<file path="src/design/sws_pkg.sv">
// Shared types, constants and byte helpers for the sentence whole-word search.
`timescale 1ns / 1ps

package sws_pkg;

    // configuration port
    localparam int CFG_INDEX_W = 3;
    localparam int CFG_DATA_W  = 64;
    localparam int WORD_REGS   = 4;
    localparam int LEN_W       = 6;

    // word storage and default chain length
    localparam int WORD_BYTES_MAX   = 32;
    localparam int DEFAULT_MAX_WORD = 32;

    // result field widths
    localparam int OFFSET_W = 32;
    localparam int COUNT_W  = 16;

    typedef enum logic [CFG_INDEX_W-1:0] {
        REG_WORD_LENGTH  = 3'd0,
        REG_WORD_BYTES_0 = 3'd1,
        REG_WORD_BYTES_1 = 3'd2,
        REG_WORD_BYTES_2 = 3'd3,
        REG_WORD_BYTES_3 = 3'd4
    } cfg_reg_t;

    localparam logic [7:0] CHAR_DOT   = 8'h2E;
    localparam logic [7:0] CHAR_BANG  = 8'h21;
    localparam logic [7:0] CHAR_QUEST = 8'h3F;
    localparam logic [7:0] CHAR_SPACE = 8'h20;
    localparam logic [7:0] CHAR_TAB   = 8'h09;
    localparam logic [7:0] CHAR_LF    = 8'h0A;
    localparam logic [7:0] CHAR_CR    = 8'h0D;

    localparam logic [OFFSET_W-1:0] OFFSET_MAX = '1;
    localparam logic [COUNT_W-1:0]  COUNT_MAX  = '1;

    typedef struct packed {
        logic blank;
        logic alnum;
        logic closes;
        logic eot;
    } byte_class_t;

    typedef struct packed {
        logic                sentence_valid;
        logic                contains_word;
        logic [COUNT_W-1:0]  sentence_index;
        logic [OFFSET_W-1:0] start_offset;
        logic [OFFSET_W-1:0] end_offset;
        logic [COUNT_W-1:0]  found_count;
        logic                text_done;
    } result_t;

    // ASCII lower-casing
    function automatic logic [7:0] fold(input logic [7:0] c);
        logic upper;
        upper = (c >= 8'h41) && (c <= 8'h5A);
        return upper ? (c + 8'h20) : c;
    endfunction

    function automatic byte_class_t classify(input logic [7:0] c, input logic eot);
        byte_class_t k;
        k.blank  = (c == CHAR_SPACE) || (c == CHAR_TAB) || (c == CHAR_LF) || (c == CHAR_CR);
        k.alnum  = ((c >= 8'h30) && (c <= 8'h39)) || ((c >= 8'h41) && (c <= 8'h5A))
                || ((c >= 8'h61) && (c <= 8'h7A));
        k.closes = (c == CHAR_DOT) || (c == CHAR_BANG) || (c == CHAR_QUEST) || eot;
        k.eot    = eot;
        return k;
    endfunction

endpackage

</file>
<file path="src/design/sws_if.sv">
// Valid/ready channel interfaces for text bytes and sentence results.
`timescale 1ns / 1ps

interface sws_text_if;
    logic       valid;
    logic       ready;
    logic [7:0] text_byte;
    logic       end_of_text;

    modport source (output valid, output text_byte, output end_of_text, input ready);
    modport sink   (input valid, input text_byte, input end_of_text, output ready);
endinterface

interface sws_result_if;
    logic        valid;
    logic        ready;
    logic        sentence_valid;
    logic        contains_word;
    logic [15:0] sentence_index;
    logic [31:0] start_offset;
    logic [31:0] end_offset;
    logic [15:0] found_count;
    logic        text_done;

    modport source (output valid, output sentence_valid, output contains_word,
                    output sentence_index, output start_offset, output end_offset,
                    output found_count, output text_done, input ready);
    modport sink   (input valid, input sentence_valid, input contains_word,
                    input sentence_index, input start_offset, input end_offset,
                    input found_count, input text_done, output ready);
endinterface

</file>
<file path="src/design/sws_cell.sv">
// One compare cell of the partial-match chain.
`timescale 1ns / 1ps

module sws_cell
    import sws_pkg::*;
(
    input  logic       clk,
    input  logic       rst_n,
    input  logic       advance,
    input  logic       clear,
    input  logic [7:0] text_fold,
    input  logic [7:0] word_byte,
    input  logic       link_in,
    output logic       match_now,
    output logic       link_out
);

    logic held_reg;
    logic held_next;

    // word bytes 0..j match the last j+1 text bytes
    assign match_now = link_in && (fold(word_byte) == text_fold);

    always_comb
    begin
        held_next = held_reg;
        if (advance)
        begin
            held_next = match_now && !clear;
        end
    end

    always_ff @(posedge clk or negedge rst_n)
    begin
        if (!rst_n)
        begin
            held_reg <= 1'b0;
        end
        else
        begin
            held_reg <= held_next;
        end
    end

    assign link_out = held_reg;

endmodule

</file>
<file path="src/design/sws_track.sv">
// Sentence tracker: trim bounds, match confirmation, counters and result build.
`timescale 1ns / 1ps

module sws_track
    import sws_pkg::*;
(
    input  logic        clk,
    input  logic        rst_n,
    input  logic        advance,
    input  byte_class_t cls,
    input  logic        hit,
    output logic        start_ok,
    output logic        push,
    output result_t     res
);

    logic                word_seen_reg, word_seen_next;
    logic                tail_reg, tail_next;
    logic                pend_reg, pend_next;
    logic                has_nb_reg, has_nb_next;
    logic [OFFSET_W-1:0] first_reg, first_next;
    logic [OFFSET_W-1:0] last_reg, last_next;
    logic [OFFSET_W-1:0] pos_reg, pos_next;
    logic [COUNT_W-1:0]  count_reg, count_next;
    logic [COUNT_W-1:0]  found_reg, found_next;
    logic                prev_blank_reg, prev_blank_next;
    logic                prev_alnum_reg, prev_alnum_next;

    logic                seen;
    logic                tail;
    logic                pend;
    logic                has_nb;
    logic [OFFSET_W-1:0] first;
    logic [OFFSET_W-1:0] last;
    logic [COUNT_W-1:0]  found_upd;

    // a match may start on this byte: inside the trimmed sentence, left side clear
    assign start_ok = has_nb && (!has_nb_reg || !prev_alnum_reg);

    always_comb
    begin
        seen = word_seen_reg;
        tail = tail_reg;
        pend = 1'b0;
        // match that ended in a blank counts once a non-blank follows
        if (tail && !cls.blank)
        begin
            seen = 1'b1;
            tail = 1'b0;
        end
        // right-hand check of a match that ended on the previous byte
        if (pend_reg && !cls.alnum)
        begin
            if (!prev_blank_reg || !cls.blank)
            begin
                seen = 1'b1;
            end
            else
            begin
                tail = 1'b1;
            end
        end

        has_nb = has_nb_reg || !cls.blank;
        first  = (!has_nb_reg && !cls.blank) ? pos_reg : first_reg;
        last   = !cls.blank ? pos_reg : last_reg;

        if (hit)
        begin
            if (cls.closes)
            begin
                if (!cls.blank)
                begin
                    seen = 1'b1;
                end
            end
            else
            begin
                pend = 1'b1;
            end
        end

        found_upd = found_reg;
        if (has_nb && seen && (found_reg != COUNT_MAX))
        begin
            found_upd = found_reg + 1'b1;
        end

        push               = cls.closes && (has_nb || cls.eot);
        res.sentence_valid = has_nb;
        res.contains_word  = has_nb && seen;
        res.sentence_index = count_reg;
        res.start_offset   = has_nb ? first : '0;
        res.end_offset     = has_nb ? last : '0;
        res.found_count    = found_upd;
        res.text_done      = cls.eot;

        word_seen_next  = word_seen_reg;
        tail_next       = tail_reg;
        pend_next       = pend_reg;
        has_nb_next     = has_nb_reg;
        first_next      = first_reg;
        last_next       = last_reg;
        pos_next        = pos_reg;
        count_next      = count_reg;
        found_next      = found_reg;
        prev_blank_next = prev_blank_reg;
        prev_alnum_next = prev_alnum_reg;

        if (advance)
        begin
            prev_blank_next = cls.blank;
            prev_alnum_next = cls.alnum;
            if (cls.closes)
            begin
                word_seen_next = 1'b0;
                tail_next      = 1'b0;
                pend_next      = 1'b0;
                has_nb_next    = 1'b0;
                first_next     = '0;
                last_next      = '0;
                found_next     = found_upd;
                if (has_nb && (count_reg != COUNT_MAX))
                begin
                    count_next = count_reg + 1'b1;
                end
            end
            else
            begin
                word_seen_next = seen;
                tail_next      = tail;
                pend_next      = pend;
                has_nb_next    = has_nb;
                first_next     = first;
                last_next      = last;
            end

            if (cls.eot)
            begin
                pos_next   = '0;
                count_next = '0;
                found_next = '0;
            end
            else if (pos_reg != OFFSET_MAX)
            begin
                pos_next = pos_reg + 1'b1;
            end
        end
    end

    always_ff @(posedge clk or negedge rst_n)
    begin
        if (!rst_n)
        begin
            word_seen_reg  <= 1'b0;
            tail_reg       <= 1'b0;
            pend_reg       <= 1'b0;
            has_nb_reg     <= 1'b0;
            first_reg      <= '0;
            last_reg       <= '0;
            pos_reg        <= '0;
            count_reg      <= '0;
            found_reg      <= '0;
            prev_blank_reg <= 1'b0;
            prev_alnum_reg <= 1'b0;
        end
        else
        begin
            word_seen_reg  <= word_seen_next;
            tail_reg       <= tail_next;
            pend_reg       <= pend_next;
            has_nb_reg     <= has_nb_next;
            first_reg      <= first_next;
            last_reg       <= last_next;
            pos_reg        <= pos_next;
            count_reg      <= count_next;
            found_reg      <= found_next;
            prev_blank_reg <= prev_blank_next;
            prev_alnum_reg <= prev_alnum_next;
        end
    end

endmodule

</file>
<file path="src/design/sentence_whole_word_search.sv">
// Top level of the per-sentence case-insensitive whole-word search.
// A closing byte's result is registered in the output register, or else in the skid entry.
// Throughput: one text byte per cycle; each byte makes one pass through the cell chain.
// Output register plus skid entry; text is stalled only while both hold results.
// Reset: counters, chain and queue cleared, word_length 1, word bytes 0; no clearing pass.
`timescale 1ns / 1ps

module sentence_whole_word_search
    import sws_pkg::*;
#(
    parameter int MAX_WORD = DEFAULT_MAX_WORD
)
(
    input  logic                   clk,
    input  logic                   rst_n,
    input  logic                   cfg_we,
    input  logic [CFG_INDEX_W-1:0] cfg_index,
    input  logic [CFG_DATA_W-1:0]  cfg_data,
    sws_text_if.sink               text,
    sws_result_if.source           report
);

    localparam int IDX_W = (MAX_WORD > 1) ? $clog2(MAX_WORD) : 1;

    // ---------------------------------------------------------------
    // Configuration: word bytes, and the word length held as the index
    // of the last chain cell (0 taken as 1, clipped to MAX_WORD)
    // ---------------------------------------------------------------
    logic [WORD_REGS-1:0][CFG_DATA_W-1:0] word_reg;
    logic [IDX_W-1:0]                     len_idx_reg;
    logic [LEN_W-1:0]                     len_raw;
    logic [IDX_W-1:0]                     len_idx_wr;

    assign len_raw = cfg_data[LEN_W-1:0];

    always_comb
    begin
        if (len_raw == '0)
        begin
            len_idx_wr = '0;
        end
        else if ({1'b0, len_raw} > (LEN_W+1)'(MAX_WORD))
        begin
            len_idx_wr = IDX_W'(MAX_WORD - 1);
        end
        else
        begin
            len_idx_wr = IDX_W'(len_raw - 1'b1);
        end
    end

    always_ff @(posedge clk or negedge rst_n)
    begin
        if (!rst_n)
        begin
            word_reg    <= '0;
            len_idx_reg <= '0;
        end
        else if (cfg_we)
        begin
            case (cfg_reg_t'(cfg_index))
                REG_WORD_LENGTH:  len_idx_reg <= len_idx_wr;
                REG_WORD_BYTES_0: word_reg[0] <= cfg_data;
                REG_WORD_BYTES_1: word_reg[1] <= cfg_data;
                REG_WORD_BYTES_2: word_reg[2] <= cfg_data;
                REG_WORD_BYTES_3: word_reg[3] <= cfg_data;
                default:          ;
            endcase
        end
    end

    // ---------------------------------------------------------------
    // Input byte: fold and classify once, broadcast to all cells
    // ---------------------------------------------------------------
    logic        advance;
    logic [7:0]  text_fold;
    byte_class_t cls;

    assign advance   = text.valid && text.ready;
    assign text_fold = fold(text.text_byte);
    assign cls       = classify(text.text_byte, text.end_of_text);

    // ---------------------------------------------------------------
    // Cell chain: cell j holds "word bytes 0..j matched, ending on the
    // previous byte" and hands it to cell j+1 on every taken byte.
    // Cell 0 is seeded by the tracker's left-boundary check.
    // ---------------------------------------------------------------
    logic                         start_ok;
    logic [MAX_WORD-1:0]          match_now;
    logic [MAX_WORD:0]            link;
    logic [WORD_BYTES_MAX*8-1:0]  word_flat;
    logic                         hit;

    assign word_flat = word_reg;
    assign link[0]   = start_ok;

    for (genvar j = 0; j < MAX_WORD; j++)
    begin : g_cell
        sws_cell u_cell (
            .clk       (clk),
            .rst_n     (rst_n),
            .advance   (advance),
            .clear     (cls.closes),
            .text_fold (text_fold),
            .word_byte (word_flat[8*j +: 8]),
            .link_in   (link[j]),
            .match_now (match_now[j]),
            .link_out  (link[j+1])
        );
    end

    // full word matched on this byte, left side already checked
    assign hit = match_now[len_idx_reg];

    // ---------------------------------------------------------------
    // Sentence tracker
    // ---------------------------------------------------------------
    logic    res_push;
    result_t res;

    sws_track u_track (
        .clk      (clk),
        .rst_n    (rst_n),
        .advance  (advance),
        .cls      (cls),
        .hit      (hit),
        .start_ok (start_ok),
        .push     (res_push),
        .res      (res)
    );

    // ---------------------------------------------------------------
    // Result queue: output register and one skid entry. Text is taken
    // whenever the skid entry is free, so a waiting result never stalls
    // the byte stream by itself.
    // ---------------------------------------------------------------
    logic    push;
    logic    pop;
    result_t out_reg, out_next;
    logic    out_valid_reg, out_valid_next;
    result_t skid_reg, skid_next;
    logic    skid_valid_reg, skid_valid_next;

    assign text.ready = !skid_valid_reg;
    assign push       = advance && res_push;
    assign pop        = out_valid_reg && report.ready;

    always_comb
    begin
        out_next        = out_reg;
        out_valid_next  = out_valid_reg;
        skid_next       = skid_reg;
        skid_valid_next = skid_valid_reg;
        if (!out_valid_reg || pop)
        begin
            if (skid_valid_reg)
            begin
                out_next        = skid_reg;
                out_valid_next  = 1'b1;
                skid_valid_next = 1'b0;
            end
            else
            begin
                out_next       = res;
                out_valid_next = push;
            end
        end
        else if (push)
        begin
            skid_next       = res;
            skid_valid_next = 1'b1;
        end
    end

    always_ff @(posedge clk or negedge rst_n)
    begin
        if (!rst_n)
        begin
            out_valid_reg  <= 1'b0;
            skid_valid_reg <= 1'b0;
        end
        else
        begin
            out_valid_reg  <= out_valid_next;
            skid_valid_reg <= skid_valid_next;
        end
    end

    always_ff @(posedge clk)
    begin
        out_reg  <= out_next;
        skid_reg <= skid_next;
    end

    assign report.valid          = out_valid_reg;
    assign report.sentence_valid = out_reg.sentence_valid;
    assign report.contains_word  = out_reg.contains_word;
    assign report.sentence_index = out_reg.sentence_index;
    assign report.start_offset   = out_reg.start_offset;
    assign report.end_offset     = out_reg.end_offset;
    assign report.found_count    = out_reg.found_count;
    assign report.text_done      = out_reg.text_done;

    // ---------------------------------------------------------------
    // Checks
    // ---------------------------------------------------------------

    // skid entry only fills behind a held output register
    a_skid_behind_out: assert property (@(posedge clk) disable iff (!rst_n)
        skid_valid_reg |-> out_valid_reg)
        else $error("skid entry valid while output register empty");

    // a result for a blank sentence only comes from the final byte
    a_blank_is_done: assert property (@(posedge clk) disable iff (!rst_n)
        (push && !res.sentence_valid) |-> res.text_done)
        else $error("blank-sentence result without end of text");

    // a sentence said to hold the word has a valid, ordered span
    a_span_order: assert property (@(posedge clk) disable iff (!rst_n)
        (push && res.contains_word) |-> (res.sentence_valid
            && (res.start_offset <= res.end_offset)))
        else $error("word found in a sentence with a bad span");

    // with no stall downstream, the byte stream is never held off
    a_no_false_stall: assert property (@(posedge clk) disable iff (!rst_n)
        (out_valid_reg && report.ready) |=> text.ready)
        else $error("text stalled after the output drained");

endmodule
</file>
<file path="src/flat_wrapper.sv">
// flat-port wrapper written by rule: the top's interface ports become plain ports
module sentence_whole_word_search_flat import sws_pkg::*;
#(
    parameter int MAX_WORD = DEFAULT_MAX_WORD
)
  (clk, rst_n, cfg_we, cfg_index, cfg_data, text_valid, text_text_byte, text_end_of_text, text_ready, report_valid, report_sentence_valid, report_contains_word, report_sentence_index, report_start_offset, report_end_offset, report_found_count, report_text_done, report_ready);
  sws_text_if text_i ();
  sws_result_if report_i ();
  input  logic clk;
  input  logic rst_n;
  input  logic cfg_we;
  input  logic [CFG_INDEX_W-1:0] cfg_index;
  input  logic [CFG_DATA_W-1:0] cfg_data;
  input wire logic [$bits(text_i.valid)-1:0] text_valid;
  input wire logic [$bits(text_i.text_byte)-1:0] text_text_byte;
  input wire logic [$bits(text_i.end_of_text)-1:0] text_end_of_text;
  output wire logic [$bits(text_i.ready)-1:0] text_ready;
  output wire logic [$bits(report_i.valid)-1:0] report_valid;
  output wire logic [$bits(report_i.sentence_valid)-1:0] report_sentence_valid;
  output wire logic [$bits(report_i.contains_word)-1:0] report_contains_word;
  output wire logic [$bits(report_i.sentence_index)-1:0] report_sentence_index;
  output wire logic [$bits(report_i.start_offset)-1:0] report_start_offset;
  output wire logic [$bits(report_i.end_offset)-1:0] report_end_offset;
  output wire logic [$bits(report_i.found_count)-1:0] report_found_count;
  output wire logic [$bits(report_i.text_done)-1:0] report_text_done;
  input wire logic [$bits(report_i.ready)-1:0] report_ready;
  assign text_i.valid = text_valid;
  assign text_i.text_byte = text_text_byte;
  assign text_i.end_of_text = text_end_of_text;
  assign text_ready = text_i.ready;
  assign report_valid = report_i.valid;
  assign report_sentence_valid = report_i.sentence_valid;
  assign report_contains_word = report_i.contains_word;
  assign report_sentence_index = report_i.sentence_index;
  assign report_start_offset = report_i.start_offset;
  assign report_end_offset = report_i.end_offset;
  assign report_found_count = report_i.found_count;
  assign report_text_done = report_i.text_done;
  assign report_i.ready = report_ready;
  sentence_whole_word_search #(.MAX_WORD(MAX_WORD)) u_core (.clk(clk), .rst_n(rst_n), .cfg_we(cfg_we), .cfg_index(cfg_index), .cfg_data(cfg_data), .text(text_i), .report(report_i));
endmodule
</file>
<file path="config.mk">
export PLATFORM = sky130hd
export DESIGN_NAME = sentence_whole_word_search_flat
export DESIGN_NICKNAME = d
export VERILOG_FILES = /design/src/design/sws_pkg.sv /design/src/design/sws_if.sv /design/src/design/sws_cell.sv /design/src/design/sws_track.sv /design/src/design/sentence_whole_word_search.sv /design/src/flat_wrapper.sv
export SDC_FILE = /design/constraint.sdc
export NUM_CORES = 1
export LEC_CHECK = 0
export BUFFER_PORTS_ARGS = -buffer_cell sky130_fd_sc_hd__buf_4
export CORE_ASPECT_RATIO = 0.9
export CORE_UTILIZATION = 40
export CTS_BUF_LIST = sky130_fd_sc_hd__clkbuf_16
export DETAILED_ROUTE_END_ITERATION = 8
export PLACE_DENSITY = 0.56
export SYNTH_ARGS = -nofsm -noshare
export SYNTH_HDL_FRONTEND = slang
export SYNTH_SLANG_ARGS = --single-unit
</file>
<file path="constraint.sdc">
create_clock -name clk -period 23.7 [get_ports clk]
set_input_delay 4.74 -clock clk [delete_from_list [all_inputs] [get_ports clk]]
set_output_delay 4.74 -clock clk [all_outputs]
set_load 0.02 [all_outputs]
</file>
After elaboration in Yosys (flattened, before gate mapping)
Cells that the tools add are included.
{"block": "totals", "ff_bits": 626, "in_bits": 81}
{"block": "op_classes", "n_mux": 69, "n_addsub": 37, "n_reduce_logical": 145, "bitwise": 1, "magnitude_cmp": 72, "n_eq_ne": 46}
{"cell": "greater-or-equal comparator 8 x 7 -> 1 bit (second input constant)", "n": 34}
{"cell": "<= comparator 8 x 7 -> 1 bit (second input constant)", "n": 34}
{"cell": "adder 8 x 6 -> 8 bit (second input constant)", "n": 33}
{"cell": "two-way mux 8 bit", "n": 33}
{"cell": "equality test 8 bit", "n": 32}
{"cell": "two-way mux 32 bit", "n": 8}
{"cell": "logical AND 1 bit", "n": 109}
{"cell": "two-way mux 99 bit", "n": 1}
{"cell": "two-way mux 16 bit", "n": 6}
{"cell": "adder 16 x 1 -> 16 bit (second input constant)", "n": 2}
{"cell": "adder 32 x 1 -> 32 bit (second input constant)", "n": 1}
{"cell": "equality test 8 x 6 -> 1 bit (second input constant)", "n": 4}
{"cell": "inequality test 16 bit (second input constant)", "n": 2}
{"cell": "inequality test 32 bit (second input constant)", "n": 1}
{"cell": "equality test 8 x 4 -> 1 bit (second input constant)", "n": 3}
{"cell": "two-way mux 1 bit", "n": 18}
{"cell": "AND reduction 2 bit", "n": 8}
{"cell": "logical OR 1 bit", "n": 13}
{"cell": "two-way mux 5 bit", "n": 2}
{"cell": "greater-or-equal comparator 8 x 6 -> 1 bit (second input constant)", "n": 1}
{"cell": "<= comparator 8 x 6 -> 1 bit (second input constant)", "n": 1}
{"cell": "zero test 1 bit", "n": 8}
{"cell": "nonzero test 2 bit", "n": 4}
{"cell": "equality test 3 x 2 -> 1 bit (second input constant)", "n": 2}
{"cell": "other kinds (10)", "n": 10}

Logic depth before layout (Yosys ltp)
{"block": "depth", "depth_word": 17, "ltp_mapped": 20, "ltp_nobuf": 15}

By module
From an unflattened synthesis, not the netlist that was laid out.
{"block": "unflattened", "cells_unflattened": 2649, "hier_area_um2": 32897.8}
{"module": "sentence_whole_word_search", "cells_per_inst": 981, "area_per_inst_um2": 17546.8, "instances": 1}
{"module": "sws_track", "cells_per_inst": 836, "area_per_inst_um2": 7943.9, "instances": 1}
{"module": "sws_cell", "cells_per_inst": 26, "area_per_inst_um2": 231.5, "instances": 32}

Least setup slack after synthesis
OpenSTA, ideal clock, no wires.
{"block": "synth_timing", "path_kind": "input to register", "start": "input port report_ready", "end": "register u_core.skid_reg[0] (netlist bit), enable pin", "setup_time_ps": 558, "path_stages": 2, "arrival_ps": 11526, "t_required_ps": 23142, "path_buffers": 0, "slack_ps": 11616, "path_cell_list": "nand2b_1 nor2_1"}
{"block": "synth_between", "elab_chain_len": 4}
{"item": "from (decl)", "line_no": "flat_wrapper.sv:26", "rtl": "input wire logic [$bits(report_i.ready)-1:0] report_ready;"}
{"item": "logical AND 1 bit", "line_no": "sentence_whole_word_search.sv:146", "rtl": "assign pop = out_valid_reg && report.ready;"}
{"item": "logical OR 1 bit", "line_no": "sentence_whole_word_search.sv:154", "rtl": "if (!out_valid_reg || pop)"}
{"item": "NOT 1 bit (no source line)"}
{"item": "AND reduction 2 bit (no source line)"}
{"item": "to (signal assigned)", "line_no": "sentence_whole_word_search.sv:192", "rtl": "skid_reg <= skid_next;"}
{"item": "to (decl)", "line_no": "sentence_whole_word_search.sv:141", "rtl": "result_t skid_reg, skid_next;"}
No other way between the ends.
A chain may end at the register's enable or synchronous reset.

Final worst setup path
{"block": "layout_timing", "start": "input port text_text_byte[5]", "end": "register u_core.u_track.found_reg[1]"}
{"block": "layout_between", "elab_chain_len": 17}
{"item": "from (decl)", "line_no": "flat_wrapper.sv:15", "rtl": "input wire logic [$bits(text_i.text_byte)-1:0] text_text_byte;"}
{"item": "branches (longest 17 deep; another with greater-or-equal comparator 8 x 7 -> 1 bit)"}
{"item": "to (signal assigned)", "line_no": "sws_track.sv:177", "rtl": "found_reg <= found_next;"}
{"item": "to (decl)", "line_no": "sws_track.sv:25", "rtl": "logic [COUNT_W-1:0] found_reg, found_next;"}
Several ways; the timed one is not identified. The select of a mux whose other input is x is not followed.

==> summary.md <==
| Metric | Value |
|---|---|
| Post-Synth XOR/XNOR Area | 7.48% |
| Post-Synth Adder-Cell Area | 1.68% |
| Synth Net Count | 2972 |
| Top post-synthesis cells by area | dfrtp_1 (34%), edfxtp_1 (19%), mux2_2 (11%) |
| Area of the multi-input gates | around 14000 µm² |
| Drt first-iter violations | 1553 |
| H-tree depth | 3 |
| HP Class | reg -> reg |
| CP max FO | between 40 and 50 |
| R2R Setup Slk | 18.91 ns |
| Setup CP Type | in -> reg |
| Yosys warns | 0 |
| Initial antenna violation count | 1 |
| Routed len/inst | roughly 21 µm |
| GRT Total Usage | 21.1% |
| Final Util | 46.6% |
| Number of synthesized flops with an enable pin | 198 |
| Placement Cell Area | approximately 34000 µm² |
| Placer Congestion | 0.850 |
| Worst EP arrival | around 10 ns |
| Most frequent cells in the layout | dfrtp_1 (427), nand2_1 (347), mux2_2 (313), buf_4 (216), edfxtp_1 (198) |
| Mapped Avg Cell Area | about 11 µm² |
| Final Max Tran Viols | 0 |
| Main combinational cell family by area after synthesis | simple AND/OR/NAND/NOR gates |
| Ports | about 180 |
| Fin area | 36300 µm² |
| Crit-path cells | buf_4 -> inv_2 -> ha_1 -> nand4bb_4 -> o22ai_1 -> a41o_1 -> buf_4 -> xnor2_1 -> nor4_1 -> a221oi_1 -> or4_1 -> nor4_1 -> o2bb2ai_1 -> a31oi_4 -> buf_4 -> inv_1 -> nand2_1 -> a311o_1 |
| Number of global-route vias before repair | 23200 |
| Setup TNS | 0 ns |
| Max FFs per register | 256 |
| Via count | about 23000 |
| I/O Buffers | 181 |
| TritonCTS clock tree | done |
| Die Wd | 298 µm |
| Register area | 16700 µm² |
| Commonest non-fill, non-tap cell in the layout | dfrtp_1 |
| Distinct cells, synth | 85 |
| 1st-pass router iterations | 5 |
| Max Clk Rate | 102 MHz |
| Via-to-Cell Ratio | 5.65 |
| Most frequent CP cell | buf_4 |
| First-pass GRT wire length | ~130 mm |
| Detailed-placement wirelength estimate | 57.1 mm |
| FFs w/ async S/R, synth | 68.4% |
| Largest net degree at the start of global routing | 87 |
| Synthesized area | 31600 µm² |
| Crit Reg-Reg Endpoint | u_core.u_track.found_reg[1] |
| Final setup viols | 0 |
| Initial Util | 40.5% |
| Fraction of layout cells with a size suffix above 1 | 22.1% |
| Worst Setup SP | text_text_byte[5] |
| Num Clock Sinks | 626 |
| Clk Latency, worst-skew pair | 0.64 ns |
| Worst slew pin tran | 1.14 ns |
| Die Y | between 200 and 300 µm |
| Required time worst endpoint | 24.19 ns |
| DRC errors left | 0 |
| Row count | 97 |
| Status | complete, no violations |
| Post-CTS Setup Inserts | 0 |
| Seq/Total Area, Yosys | 52.7% |
| Syn-to-layout area delta | 14.9% |
| Fin nets | 3107 |
| Mux share of post-synthesis cell area | 11.4% |
| Worst Clk Skew | 0.0358 ns |
| Post-CTS Hold Buffers | 0 |
| Simple-Gate Fraction of Synth Area | between 10% and 20% |
| Leakage power figure | 14.9 nW |
| R2r startpoint | u_core.word_flat[153] |
| Hold Path Stages | 2 |
| Largest area contributor in the netlist | dfrtp_1 |
| Pwr dens | a little under 90 nW/µm² |
| Reg clk slew, reported paths | 0.06 ns |
| Maximum vdd drop | approximately 0.000058 V |
| Num CTS Buffers | 72 |
| Synth top area share | 33.9% |
| Root Driver | clkbuf_16 |
| Cells after Synth | 2851 |
| Core footprint | 78000 µm² |
| CP endpoint kind | register |
| Worst Path Buf+Inv | 5 |
| Worst hold path endpoint | u_core.u_track.last_reg[11] |
| Post-synthesis compound-gate area fraction | 10.7% |
| Primary FF master, synth | dfrtp_1 |
| Worst reg2reg path depth | 14 |
| Min Hold Slack | ~0.48 ns |
| DRT Wirelength | 85.0 mm |
| Final hold violation count | 0 |
| Post-CTS sizing | 0 |
| CTS max path bufs | 3 |
| Die ar. | 80200 µm² |
| Placement Setup Slack | 13.33 ns |
| Max stage delay on crit path | between 0.7 and 0.8 ns |
| Fillers | around 7000 |
| Slowest-stage cell, CP | a41o_1 |
| HP Start | u_core.u_track.last_reg[11] |
| Crit path launch type | input port |
| RSZ-0062 raised after global routing | no |
| Cell family with most CP delay | compound AO/OA/AOI/OAI gates |
| Slew HR | a little under a quarter |
| Final worst slack | 13.89 ns |
| Fin crit period | 9.81 ns |
| Final Cycle Share | 41.4% |
| Max Cap Viol | 0 |
| ANT nets after route | 0 |
| Synthesized flop and latch total | 626 |
| GR Overflow Total | 0 |
## kinds of logic after synthesis
group	count (synthesis)
compound gates	499
buf+inv	220
mux	320
flops	626
simple gates	873
fa+ha+maj	43
xor+xnor	270
## report_power, final
part / internal [mW] / switching [mW] / total, mW / leakage [nW]
Clock: 0.628 / 0.474 / 1.10 / 1.22
Combinational: 0.290 / 0.348 / 0.639 / 6.27
Sequential: 1.26 / 0.161 / 1.43 / 7.36
Total: 2.18 / 0.983 / 3.17 / 14.9
## stage by stage
stage,std cells,power [mW]
after detailed placement,3951,2.08
after global routing,4086,3.32
after CTS,4085,3.19
after floorplan,2851,1.86
final,4088,3.17
after global placement,3951,2.05
## cells in the mapped netlist (61+ instances only)
master	instances
xnor2_1	121
edfxtp_1	198
o21ai_0	162
nor3_1	74
dfrtp_1	428
mux2_2	313
clkbuf_1	99
inv_1	61
nand3_1	61
nor2_1	159
xor2_1	149
nand2_1	348
a21oi_1	66
## worst max-delay path by stage
| stage | end | slack [ns] | cells past startpoint |
|---|---|---|---|
| CTS | u_core.u_track.found_reg[1] | 13.97 | 18 |
| global placement | u_core.u_track.found_reg[1] | 13.50 | 15 |
| floorplan | u_core.skid_reg[0] | 11.62 | 2 |
| detailed placement | u_core.u_track.found_reg[1] | 13.33 | 18 |
| global route | u_core.u_track.found_reg[1] | 13.55 | 18 |
| finish | u_core.u_track.found_reg[1] | 13.89 | 18 |
## layer usage
layer	global-route usage, %	vias to the layer above	part of all wire, %
met3	2.53	149	4.4
met5	0	-	0
met4	7.30	0	2.9
met1	29.4	11700	46
li1	-	10600	-
met2	34.2	660	46
## layout make-up
cell class / count / share of cell area (%)
Antenna cell: 3 / 0.0207
Inverter: 64 / 0.665
Timing Repair Buffer: 217 / 4.50
Clock inverter: 62 / 1.55
Sequential cell: 626 / 45.8
Clock buffer: 72 / 4.96
Multi-Input combinational cell: 2005 / 38.9
Tap cell: 1039 / 3.58
## worst reg2reg max path, stage by stage, from the launching register on
cell,delay [ns]
dfrtp_1,0.42
a21oi_1,0.18
a2bb2oi_1,0.41
a41oi_1,0.28
xnor2_1,0.19
or4_1,0.60
o22a_1,0.21
o211ai_1,0.16
nand3_1,0.19
o2bb2ai_1,0.43
a31oi_4,0.14
buf_4,0.30
inv_1,0.60
nand2_1,0.15
a311o_1,0.39
Note: power is estimated with default switching activity, not from simulation.
